===== config.mk =====
export PLATFORM = sky130hd
export DESIGN_NAME = pbrt_div
export DESIGN_NICKNAME = d
export VERILOG_FILES = /design/src/rtl/pbrt_pkg.sv /design/src/rtl/pbrt_div.sv
export SDC_FILE = /design/constraint.sdc
export NUM_CORES = 1
export LEC_CHECK = 0
export BUFFER_PORTS_ARGS = -buffer_cell sky130_fd_sc_hd__buf_2
export CAP_MARGIN = 0
export CORE_MARGIN = 4
export CORE_UTILIZATION = 45
export CTS_CLUSTER_DIAMETER = 80
export DETAILED_ROUTE_END_ITERATION = 8
export GPL_TIMING_DRIVEN = 0
export PLACE_DENSITY_LB_ADDON = 0.3
export SYNTH_ARGS = -nofsm -noshare
export SYNTH_HDL_FRONTEND = slang
export SYNTH_SLANG_ARGS = --single-unit

===== constraint.sdc =====
create_clock -name clk -period 4.89 [get_ports clk]
set_input_delay 0.7335 -clock clk [delete_from_list [all_inputs] [get_ports clk]]
set_output_delay 0.7335 -clock clk [all_outputs]
set_load 0.005 [all_outputs]

===== src/rtl/pbrt_pkg.sv =====
`timescale 1ns / 1ps
// ----------------------------------------------------------------------------
// pbrt_pkg
// Shared types and constants of the pulse beat-rate tracker.
// ----------------------------------------------------------------------------
package pbrt_pkg;

	localparam int SAMPLE_DEPTH_DEF = 512;
	localparam int RATE_DEPTH_DEF   = 64;
	localparam int BEAT_WINDOW_DEF  = 8;

	// 60000 * (BEAT_WINDOW - 1) fits in 21 bits for windows up to 32 beats
	localparam int BPM_NUM_W = 21;
	localparam int BPM_SCALE = 60000;
	localparam logic [10:0] BPM_CAP = 11'd2047;

	localparam logic signed [15:0] S16_MAX = 16'sh7FFF;
	localparam logic signed [15:0] S16_MIN = -16'sh8000;

	// register indexes of the configuration port
	localparam logic [1:0] REG_UPPER  = 2'd0;
	localparam logic [1:0] REG_LOWER  = 2'd1;
	localparam logic [1:0] REG_THRESH = 2'd2;
	localparam logic [1:0] REG_REFR   = 2'd3;

	typedef enum logic [3:0] {
		S_IDLE,
		S_DROP,
		S_SCAN,
		S_SWR,
		S_BEAT,
		S_BRD,
		S_DIVST,
		S_DIV,
		S_RATE,
		S_RSCAN,
		S_RWR,
		S_FIN,
		S_OUT
	} state_t;

	typedef struct packed {
		logic                 start;
		logic [BPM_NUM_W-1:0] num;
		logic [31:0]          den;
	} div_req_t;

	typedef struct packed {
		logic                 done;
		logic [BPM_NUM_W-1:0] quo;
	} div_rsp_t;

endpackage


===== src/rtl/pbrt_div.sv =====
`timescale 1ns / 1ps
// ----------------------------------------------------------------------------
// pbrt_div
// Restoring divider, one quotient bit per cycle, for the BPM computation.
// ----------------------------------------------------------------------------
module pbrt_div
	import pbrt_pkg::*;
(
	input  logic     clk,
	input  logic     arst_n,
	input  div_req_t req,
	output div_rsp_t rsp
);

	localparam int CNT_W = $clog2(BPM_NUM_W + 1);

	logic                 busy_q;
	logic                 done_q;
	logic [CNT_W-1:0]     cnt_q;
	logic [BPM_NUM_W-1:0] num_q;
	logic [BPM_NUM_W-1:0] quo_q;
	logic [31:0]          den_q;
	logic [31:0]          rem_q;
	logic [32:0]          trial;
	logic                 fits;

	// shift in the next dividend bit and try a subtract
	assign trial = {rem_q, num_q[BPM_NUM_W-1]};
	assign fits  = trial >= {1'b0, den_q};

	always_ff @(posedge clk or negedge arst_n) begin
		if (!arst_n) begin
			busy_q <= 1'b0;
			done_q <= 1'b0;
			cnt_q  <= '0;
		end else begin
			done_q <= 1'b0;
			if (req.start) begin
				busy_q <= 1'b1;
				cnt_q  <= CNT_W'(BPM_NUM_W);
			end else if (busy_q) begin
				cnt_q <= cnt_q - 1'b1;
				if (cnt_q == CNT_W'(1)) begin
					busy_q <= 1'b0;
					done_q <= 1'b1;
				end
			end
		end
	end

	always_ff @(posedge clk) begin
		if (req.start) begin
			num_q <= req.num;
			den_q <= req.den;
			rem_q <= '0;
			quo_q <= '0;
		end else if (busy_q) begin
			num_q <= {num_q[BPM_NUM_W-2:0], 1'b0};
			rem_q <= fits ? 32'(trial - {1'b0, den_q}) : trial[31:0];
			quo_q <= {quo_q[BPM_NUM_W-2:0], fits};
		end
	end

	assign rsp.done = done_q;
	assign rsp.quo  = quo_q;

endmodule


; Yosys cells after proc, flatten, opt, wreduce, memory -nomap -nowiden
; Index checks and enable logic that the tools add are counted.
[totals]
ff_bits = 113
latchBits = 0
ram_bits = 0
mem_bits_ro = 0
input_bits = 56
out_inout_bits = 22
elab_cells = 23
mem_count = 0
[op_classes]
addsub = 2
mul = 0
div = 0
order_cmp = 1
n_eq_ne = 1
shift = 0
n_mux = 11
n_bitwise = 0
n_reduce_logical = 1
[ops]
columns = cell, n
row1 = 2-to-1 mux 21 bit, 2
row2 = >= comparator 33 x 32 -> 1 bit, 1
row3 = 2-to-1 mux 32 bit, 1
row4 = subtractor 32 bit, 1
row5 = 2-to-1 mux 5 bit, 2
row6 = 2-to-1 mux 1 bit, 6
row7 = == test 5 x 1 -> 1 bit (second input constant), 1
row8 = subtractor 5 x 1 -> 5 bit (second input constant), 1
row9 = nonzero test 2 bit, 1

; Longest topological paths before layout
; Gate-level depths: netlist of run 1.
[depth]
depth_word = 4
ltp_mapped = 14
ltp_nobuf = 13

; Worst setup path before layout of run 1
; Ideal clock, no wire load.
[synth_path]
kind = flip-flop to flip-flop
startpoint = register den_q[18]
endpoint = register rem_q[19]
setup_time_ns = 0.088
arrival_time_ns = 2.608
required_time_ns = 4.802
setup_slack_ns = 2.194
path_stages_with_launch = 14
path_buffers = 2
synth_period_minus_slack_ns = 2.696
cell_sequence = edfxtp_1 > inv_1 > ha_1 > a21oi_1 > nor2_1 > a211oi_1 > o211ai_1 > a311o_1 > a31oi_2 > o21a_1 > buf_6 > buf_4 > nand2_1 > a311oi_2
[synth_between]
elab_chain_cells = 2
elab_cells_between_ends = 3
cone_classes = add/sub: 1 / order compare: 1 / mux: 1
[synth_rtl]
columns = item, line
row1 = from (decl), pbrt_div.sv:22  ; logic [31:0] den_q;
row2 = from (signal assigned), pbrt_div.sv:54  ; den_q <= req.den;
row3 = subtractor 32 bit / >= comparator 33 x 32 -> 1 bit (equally long branches), "pbrt_div.sv:59, pbrt_div.sv:29"
row4 = 2-to-1 mux 32 bit (*), pbrt_div.sv:59  ; rem_q <= fits ? 32'(trial - {1'b0, den_q}) : trial[31:0];
row5 = to (signal assigned), pbrt_div.sv:59
row6 = to (decl), pbrt_div.sv:23  ; logic [31:0] rem_q;
; Every way passes the cells marked *; elsewhere a longest branch is shown, timed or not.
; A chain may end at the register's enable or synchronous reset.

; Worst setup path after layout of run 1
[layout_path]
startpoint = register num_q[20]
endpoint = register rem_q[28]
[layout_between]
elab_chain_cells = 2
elab_cells_between_ends = 3
cone_classes = add/sub: 1 / order compare: 1 / mux: 1
[layout_rtl]
columns = item, line
row1 = from (decl), pbrt_div.sv:20  ; logic [BPM_NUM_W-1:0] num_q;
row2 = from (signal assigned), pbrt_div.sv:53  ; num_q <= req.num;
row3 = from (signal assigned), pbrt_div.sv:58  ; num_q <= {num_q[BPM_NUM_W-2:0], 1'b0};
row4 = subtractor 32 bit / >= comparator 33 x 32 -> 1 bit (equally long branches), "pbrt_div.sv:59, pbrt_div.sv:29"
row5 = 2-to-1 mux 32 bit (*), pbrt_div.sv:59
; Marks and branches as above.

==> flow_summary.rst, run 1 <==
.. list-table::
   :header-rows: 1

   * - Metric
     - Value
   * - Dpl hpwl
     - 9961 um
   * - Yosys warnings
     - 0
   * - Post-synthesis average cell area
     - 9.999 um2
   * - Drt via density
     - 5.353
   * - Clock transition at the register clock pins on the worst setup and hold paths after CTS
     - 50 ps
   * - Setup Viol. Count Final
     - 0
   * - Detailed-routing iteration count for the pre-antenna-repair pass
     - 5
   * - Commonest cells in the synthesized netlist
     - 77 x sky130_fd_sc_hd__nor2_1, 53 x sky130_fd_sc_hd__dfxtp_1, 53 x sky130_fd_sc_hd__edfxtp_1
   * - Buffers & Inverters on Critical Path
     - 1
   * - Remaining Overflow, GRT
     - 0
   * - Total length of routed wires
     - 13830 um
   * - Psw
     - 1503 uW
   * - Instance count of the mapped netlist
     - 599
   * - Pin count of the biggest net entering global routing
     - 34
   * - Post-synth top area share
     - 0.2657
   * - Quantity of I/O buffers inserted on ports
     - 77
   * - Placed standard-cell area
     - 6590 um2
   * - Number of max-slew violations in the final report
     - 0
   * - Worst hold path class
     - primary input to asynchronous set/reset pin
   * - Number of hold-slack violations in the final timing report
     - 0
   * - Synth Area in Adders
     - 0.07437
   * - Hold-fix buffers at CTS
     - 0
   * - Crit path setup slack, layout
     - 1465 ps
   * - Placer congestion estimate
     - 0.9303
   * - Final period demand of the worst path
     - 3425 ps
   * - CP Data Required Time
     - 5170 ps
   * - Delay of the slowest critical-path stage
     - 740 ps
   * - FFs w/ async S/R, synth
     - 0.06195
   * - Combinational cell fraction of total power
     - 0.396
   * - Diode insertion count for antenna repair
     - 0
   * - Post-synthesis cell type count
     - 57
   * - Layout cells sized above 1
     - 0.1963
   * - Die extent in y
     - 123.4 um
   * - Ratio of total power to cell area
     - 581.9 nW/um2
   * - Number of cells upsized or downsized after cts
     - 0
   * - Layout Cells excl Fill
     - 880
   * - Critical Path End Type
     - register
   * - Starting Density
     - 0.4670
   * - Number of post-CTS setup repair buffers
     - 0
   * - Overall track demand over capacity in global routing
     - 0.1934
   * - Count of state elements after synthesis
     - 113
   * - Final clock period utilization by the worst path
     - 0.7005
   * - Clock latency of the later-clocked register in the worst-skew pair
     - 420 ps
   * - Register-to-register setup slack
     - 1460 ps
   * - Count of nets left with antenna violations after detail routing
     - 0
   * - XOR/XNOR share of the synthesized area
     - 0.04387
   * - Placed Cells
     - 848
   * - Clk network pwr share
     - 0.290
   * - Most frequently used cell type in the post-synthesis netlist
     - sky130_fd_sc_hd__nor2_1
   * - Transition time at the pin with the least slew margin
     - 807.6 ps
   * - Achievable frequency
     - 291.9 MHz
   * - Endpoint of the most critical register-to-register path
     - rem_q[28]
   * - Cells along the critical path
     - inv_1, ha_1, fa_1, nand2b_1, a21oi_1, o21ai_0, a21oi_1, o21ai_0, nand3b_1, o311ai_1, mux2i_1, a2111oi_0, o31ai_1
   * - Number of enable-type register cells in the synthesized netlist
     - 53
   * - First-pass GRT wire length
     - 22770 um
   * - Antenna violations before repair
     - 0
   * - Post-route cell area
     - 7168 um2
   * - Synth Area in Compound Gates
     - 0.1477
   * - Area growth from synthesis to layout
     - 19.68%
   * - Top flip-flop cell by instance count after synthesis
     - sky130_fd_sc_hd__edfxtp_1
   * - Number of global-route vias before repair
     - 4791
   * - Cell Area, Synth
     - 5989 um2
   * - Signal arrival time at the worst endpoint
     - 3700 ps
   * - Fin Hold WS
     - 142.1 ps
   * - Simple-gate portion of the synthesized area
     - 0.1216
   * - Number of H-tree levels
     - 4
   * - Post-synthesis sequential area ratio
     - 0.4721
   * - # Max-Cap Violations
     - 0
   * - Top cell type by total area after synthesis
     - sky130_fd_sc_hd__edfxtp_1
   * - Rows
     - 41
   * - Launching element type of the critical path
     - register
   * - Leading post-synthesis cells by cell area
     - sky130_fd_sc_hd__edfxtp_1 27%, sky130_fd_sc_hd__dfxtp_1 18%, sky130_fd_sc_hd__ha_1 7.1%, sky130_fd_sc_hd__mux2i_1 5.5%, sky130_fd_sc_hd__nor2_1 4.8%
   * - Pre-CTS WS
     - 1559 ps
   * - Routed WL per cell
     - 15.71 um
   * - Die W
     - 123.4 um
   * - Critical path type
     - register to register
   * - Final TNS setup
     - 0 ps
   * - CP max FO
     - 3
   * - Placeable core region
     - 12820 um2
   * - Sinks on the clock net
     - 113
   * - Internal power component
     - 2668 uW
   * - Leakage component of the power
     - 0.003255 uW
   * - Main combinational cell family by area after synthesis
     - compound AO/OA/AOI/OAI gates
   * - Result of the run
     - completed
   * - Share of synthesized area spent on multiplexers
     - 0.09275
   * - Die Outline Area
     - 15220 um2
   * - Starting DRT DRC Count
     - 323
   * - Post-synthesis net count
     - 690
   * - Top Family by Delay on Critical Path
     - compound AO/OA/AOI/OAI gates
   * - Clk root buf
     - sky130_fd_sc_hd__clkbuf_16
   * - Worst Skew
     - 6.233 ps
   * - Maximum ir drop on the vdd rail
     - 0.4937 mV
   * - Nets
     - 786
   * - Net switching fraction of the power
     - 0.3602
   * - Remaining DRCs
     - 0
   * - Boundary Pins
     - 78
   * - Relative slew margins
     - 0.4477
   * - Unrepaired setup endpoints after global routing
     - false
   * - Reg-to-reg startpoint
     - num_q[20]
   * - Number of buffers added by the clock tree synthesis step
     - 17
   * - Clock tree from TritonCTS
     - done
   * - Slowest library cell on the worst path
     - sky130_fd_sc_hd__a2111oi_0
   * - Total number of vias
     - 4711
   * - Number of cells traversed by the worst register-to-register path
     - 13
   * - Number of buffers between clock root and the deepest sink
     - 2
   * - Proportion of power drawn by flip-flops and latches
     - 0.315
## per-stage QoR
step	power (uW)	util
final	4171	0.5589
after global routing	4456	0.5589
after CTS	4177	0.5589
after detailed placement	2946	0.5139
after global placement	2902	0.5139
after floorplan	2571	-
## worst reg2reg max path, delay by kind of cell, from the launching register on
kind / cells / cell delay [ps]
DFF: 1 / 370
and+or+nand+nor: 2 / 360
AOI/OAI and AO/OA: 7 / 1740
buffers and inverters: 1 / 60
adders and majority gates: 2 / 610
muxes: 1 / 140
## how the worst max path moves through the flow
stage | cells past startpoint | slack, ps | start | to
final | 13 | 1460 | num_q[20] | rem_q[28]
after floorplan | 13 | 2190 | den_q[18] | rem_q[19]
after CTS | 13 | 1550 | num_q[20] | rem_q[28]
after global routing | 13 | 1180 | num_q[20] | rem_q[28]
after detailed placement | 13 | 1560 | num_q[20] | rem_q[28]
after global placement | 13 | 1550 | num_q[20] | rem_q[28]
## sequential cells by signal, summed over array words and instances (netlist names)
| signal | cells |
|---|---|
| quo_q | 21 |
| num_q | 21 |
| busy_q | 1 |
| rem_q | 32 |
| done_q | 1 |
| den_q | 32 |
| cnt_q | 5 |
## routing by layer
| layer | global-route usage | part of all wire | up-vias |
|---|---|---|---|
| met5 | 0 | 0 | - |
| met4 | 0.1003 | 0.032 | 0 |
| met3 | 0.05078 | 0.060 | 38 |
| met2 | 0.3004 | 0.46 | 125 |
| met1 | 0.2479 | 0.45 | 2217 |
| li1 | - | - | 2331 |
## power groups by stage
stage	sequential, uW	combinational, uW	clock, uW
final	1310	1650	1210
after global routing	1330	1840	1280
after CTS	1310	1630	1230
after detailed placement	1330	1620	0
after global placement	1320	1580	0
after floorplan	1290	1280	0
## kinds of logic (layout without fill, tap and decap cells)
kind of cell	after synthesis	in the layout
compound gates	137	137
xor+xnor	30	30
fa+ha+maj	35	35
buf+inv	69	178
flops	113	113
mux	53	53
simple gates	162	162
## cell usage in the layout (no fill, tap or decap), types with 2 or more instances in the layout
| cell | synthesis | routed |
|---|---|---|
| sky130_fd_sc_hd__or3_1 | 2 | 2 |
| sky130_fd_sc_hd__nand2b_1 | 9 | 9 |
| sky130_fd_sc_hd__bufinv_16 | 0 | 3 |
| sky130_fd_sc_hd__clkinvlp_4 | 0 | 2 |
| sky130_fd_sc_hd__xnor2_1 | 18 | 18 |
| sky130_fd_sc_hd__nand2_1 | 38 | 38 |
| sky130_fd_sc_hd__edfxtp_1 | 53 | 53 |
| sky130_fd_sc_hd__clkbuf_1 | 16 | 19 |
| sky130_fd_sc_hd__a31oi_1 | 2 | 2 |
| sky130_fd_sc_hd__ha_1 | 34 | 34 |
| sky130_fd_sc_hd__nand4_1 | 6 | 6 |
| sky130_fd_sc_hd__dfxtp_1 | 53 | 53 |
| sky130_fd_sc_hd__o211ai_1 | 3 | 3 |
| sky130_fd_sc_hd__o21a_1 | 3 | 3 |
| sky130_fd_sc_hd__nand3_1 | 6 | 6 |
| sky130_fd_sc_hd__a2111oi_0 | 3 | 3 |
| sky130_fd_sc_hd__clkinv_1 | 0 | 2 |
| sky130_fd_sc_hd__buf_6 | 2 | 2 |
| sky130_fd_sc_hd__nor2_1 | 77 | 77 |
| sky130_fd_sc_hd__and3_1 | 3 | 3 |
| sky130_fd_sc_hd__o21bai_1 | 4 | 4 |
| sky130_fd_sc_hd__a21oi_1 | 48 | 48 |
| sky130_fd_sc_hd__dfrtp_1 | 7 | 7 |
| sky130_fd_sc_hd__nor2b_1 | 5 | 5 |
| sky130_fd_sc_hd__clkbuf_16 | 0 | 17 |
| sky130_fd_sc_hd__mux2i_1 | 33 | 33 |
| sky130_fd_sc_hd__mux2_2 | 20 | 20 |
| sky130_fd_sc_hd__a21o_1 | 6 | 6 |
| sky130_fd_sc_hd__nor3_1 | 7 | 7 |
| sky130_fd_sc_hd__buf_4 | 2 | 2 |
| sky130_fd_sc_hd__o21ai_0 | 26 | 26 |
| sky130_fd_sc_hd__buf_1 | 5 | 5 |
| sky130_fd_sc_hd__buf_2 | 3 | 80 |
| sky130_fd_sc_hd__clkinv_2 | 0 | 4 |
| sky130_fd_sc_hd__inv_1 | 41 | 41 |
| sky130_fd_sc_hd__o31ai_1 | 5 | 5 |
| sky130_fd_sc_hd__a211oi_1 | 23 | 23 |
| sky130_fd_sc_hd__xor2_1 | 12 | 12 |
## final cells by class
class / count / area, um2
fill: 1150 / 5657
multi-input combinational: 417 / 2877
sequential: 113 / 2828
clock buffer: 20 / 436.7
timing repair buffer: 77 / 385.4
tap: 172 / 215.2
inverter: 41 / 153.9
clock inverter: 12 / 141.4
buffer: 28 / 131.4
Note: power is estimated with default switching activity, not from simulation.
==> run 2, diff against run 1 <==
- clock period: 4.89 -> 3.5 ns (I/O delays scaled with it)
==> run 2 against run 1 <==
  * Clock power rose by 40%
  * First-iteration DRC count increased by 5.3%
  * Worst hold slack improved by 140 ps
  * Critical path depth stayed put
  * Core utilization rose by 0.13 points
  * Design area increased by 0.23%
  * Global-route usage did not move
  * Combinational power up 41%
  * Non-clock buffer count is 1 higher
  * Register-to-register slack worse by 1200 ps
  * Sequential cell count is the same
  * Largest cell class unchanged
==> flow_summary.rst, run 2 (synthesis gave the netlist of run 1 again) <==
.. list-table::
   :header-rows: 1

   * - Metric
     - Value
   * - Final period demand of the worst path
     - 3227 ps (-198.6 ps)
   * - Final clock period utilization by the worst path
     - 0.9219 (+0.2214)
   * - Area growth from synthesis to layout
     - 19.95%
   * - Clk root buf
     - sky130_fd_sc_hd__clkbuf_16
   * - Most common cell after layout, fill and taps aside
     - sky130_fd_sc_hd__buf_2
   * - Number of H-tree levels
     - 4 (unchanged)
   * - Commonest non-fill, non-tap cells in the layout
     - 80 x sky130_fd_sc_hd__buf_2, 77 x sky130_fd_sc_hd__nor2_1, 53 x sky130_fd_sc_hd__edfxtp_1, 53 x sky130_fd_sc_hd__dfxtp_1, 48 x sky130_fd_sc_hd__a21oi_1
   * - Signal arrival time at the worst endpoint
     - 3550 ps (-150 ps)
   * - Combinational cell fraction of total power
     - 0.398 (+0.002)
   * - # Max-Cap Violations
     - 0 (unchanged)
   * - Psw
     - 2115 uW (+41%)
   * - Routed WL per cell
     - 15.81 um (+0.63%)
   * - Number of global-route vias before repair
     - 4793 (+0.042%)
   * - Critical path type
     - register to register
   * - Clk network pwr share
     - 0.289 (about the same)
   * - Pin count of the biggest net entering global routing
     - 34 (unchanged)
   * - Largest regs
     - den_q x32, rem_q x32
   * - Relative slew margins
     - 0.4492 (+0.001511)
   * - Number of max-slew violations in the final report
     - 0 (unchanged)
   * - First-pass GRT wire length
     - 22770 um (unchanged)
   * - Proportion of power drawn by flip-flops and latches
     - 0.313 (-0.002)
   * - Starting DRT DRC Count
     - 340 (+5.3%)
   * - Layout cells sized above 1
     - 0.1975 (+0.001134)
   * - Clock transition at the register clock pins on the worst setup and hold paths after CTS
     - 50 ps (about the same)
   * - Maximum ir drop on the vdd rail
     - 0.6947 mV (+41%)
   * - Sinks on the clock net
     - 113 (unchanged)
   * - Overall track demand over capacity in global routing
     - 0.1934 (unchanged)
   * - Number of hold-slack violations in the final timing report
     - 0 (unchanged)
   * - Register-to-register setup slack
     - 270 ps (-1190 ps)
   * - Post-route cell area
     - 7184 um2 (+0.23%)
   * - Transition time at the pin with the least slew margin
     - 825.3 ps (+17.71 ps)
   * - Quantity of I/O buffers inserted on ports
     - 77 (unchanged)
   * - Dpl hpwl
     - 9961 um (unchanged)
   * - Die Outline Area
     - 15220 um2 (unchanged)
   * - Rows
     - 41 (unchanged)
   * - Clock latency of the later-clocked register in the worst-skew pair
     - 420 ps (about the same)
   * - Net switching fraction of the power
     - 0.3614 (+0.001194)
   * - Die extent in y
     - 123.4 um (unchanged)
   * - Clock tree from TritonCTS
     - done
   * - Die W
     - 123.4 um (unchanged)
   * - CP max FO
     - 10 (+7)
   * - Reg-to-reg startpoint
     - den_q[18]
   * - Diode insertion count for antenna repair
     - 0 (unchanged)
   * - Setup crit end
     - rem_q[5]
   * - Count of nets left with antenna violations after detail routing
     - 0 (unchanged)
   * - Antenna violations before repair
     - 0 (unchanged)
   * - Setup crit start
     - den_q[18]
   * - Final TNS setup
     - 0 ps (unchanged)
   * - Detailed-routing iteration count for the pre-antenna-repair pass
     - 5 (unchanged)
   * - Starting Density
     - 0.4670 (unchanged)
   * - Drt via density
     - 5.347 (-0.11%)
   * - Boundary Pins
     - 78 (unchanged)
   * - Internal power component
     - 3737 uW (+40%)
   * - Number of post-CTS setup repair buffers
     - 0 (unchanged)
   * - Remaining DRCs
     - 0 (unchanged)
   * - Nets
     - 787 (+0.13%)
   * - Placed standard-cell area
     - 6590 um2 (unchanged)
   * - Worst hold path class
     - primary input to register
   * - Ratio of total power to cell area
     - 814.5 nW/um2 (+40%)
   * - Critical Path End Type
     - register
   * - Placer congestion estimate
     - 0.9303 (unchanged)
   * - Worst Skew
     - 5.697 ps (-0.5366 ps)
   * - Unrepaired setup endpoints after global routing
     - false
   * - Total number of vias
     - 4711 (unchanged)
   * - Leakage component of the power
     - 0.003261 uW (+0.17%)
   * - CP Data Required Time
     - 3820 ps (-1350 ps)
   * - Number of buffers between clock root and the deepest sink
     - 2 (unchanged)
   * - Result of the run
     - completed
   * - Endpoint of the most critical register-to-register path
     - rem_q[5]
   * - Placeable core region
     - 12820 um2 (unchanged)
   * - Remaining Overflow, GRT
     - 0 (unchanged)
   * - Number of cells traversed by the worst register-to-register path
     - 13 (unchanged)
   * - Total length of routed wires
     - 13930 um (+0.74%)
   * - Launching element type of the critical path
     - register
   * - Total of fill cells in the finished design
     - 1149 (-0.087%)
   * - Number of buffers added by the clock tree synthesis step
     - 17 (unchanged)
   * - Setup Viol. Count Final
     - 0 (unchanged)
   * - Achievable frequency
     - 309.9 MHz (+6.2%)
[run 2: cell count changes in the layout (fill, tap and decap cells not counted)]
cell	previous run	this run
sky130_fd_sc_hd__a2111oi_0	3	2
sky130_fd_sc_hd__a2111oi_2	0	1
sky130_fd_sc_hd__dlygate4sd3_1	0	1
[run 2: power groups by stage]
| stage | clock network [uW] | registers [uW] | logic [uW] |
|---|---|---|---|
| finish | 1690 | 1830 | 2330 |
| global route | 1790 | 1860 | 2590 |
| CTS | 1720 | 1830 | 2280 |
| detailed placement | 0 | 1850 | 2260 |
| global placement | 0 | 1840 | 2210 |
| floorplan | 0 | 1800 | 1790 |
[run 2: layout make-up]
type                       count  area, um2  area share
clock buffer                  20      436.7     0.06078
tap                          172      215.2     0.02995
multi-input combinational    417       2883      0.4013
inverter                      41      153.9     0.02142
buffer                        28      131.4     0.01829
clock inverter                12      141.4     0.01968
sequential                   113       2828      0.3936
timing repair buffer          78      395.4     0.05503
[run 2: how the worst min path moves through the flow]
stage,cells after the start,from,endpoint,slack (ps)
2_1_floorplan,0,arst_n,busy_q,230
3_3_place_gp,1,arst_n,cnt_q[2],360
3_5_place_dp,1,arst_n,cnt_q[4],370
4_1_cts,1,req[9],den_q[9],260
5_1_grt,1,req[29],den_q[29],260
6_report,1,req[7],den_q[7],280
[run 2: worst max-delay path, stage by stage, from the launching register on]
cell and delay [ps]:
sky130_fd_sc_hd__edfxtp_1 320, sky130_fd_sc_hd__inv_1 40, sky130_fd_sc_hd__ha_1 370, sky130_fd_sc_hd__a21oi_1 180
sky130_fd_sc_hd__nor2_1 50, sky130_fd_sc_hd__a211oi_1 310, sky130_fd_sc_hd__o211ai_1 180, sky130_fd_sc_hd__a311o_1 390
sky130_fd_sc_hd__a31oi_2 270, sky130_fd_sc_hd__o21a_1 210, sky130_fd_sc_hd__buf_6 140, sky130_fd_sc_hd__buf_2 270
sky130_fd_sc_hd__a21oi_1 130, sky130_fd_sc_hd__a211oi_1 260
[run 2: per-layer routing]
metal | wire, um | global-route usage | vias to the layer above
met5 | 0 | 0 | -
met4 | 462 | 0.1003 | 0
met3 | 700 | 0.05078 | 33
met2 | 6365 | 0.3004 | 105
met1 | 6402 | 0.2479 | 2240
li1 | - | - | 2333
[run 2: repair_timing]
| item | in CTS | in global routing |
|---|---|---|
| gates resized for setup | 0 | 2 |
| setup endpoints to repair | 0 | 1 |
| hold buffers | 1 | 0 |
| endpoints found under the hold margin | 7 | 0 |
[run 2: metrics by stage]
stage	cells	utilization	hold slack, ps	total power [uW]	setup slack [ps]
after floorplan	599	-	229.4	3592	803.9
after global placement	848	0.5139	363.4	4055	162.6
after detailed placement	848	0.5139	367.3	4116	169.1
after CTS	881	0.5597	264.1	5837	163.8
after global routing	881	0.5602	263.0	6242	49.74
final	881	0.5602	280.2	5852	273.3
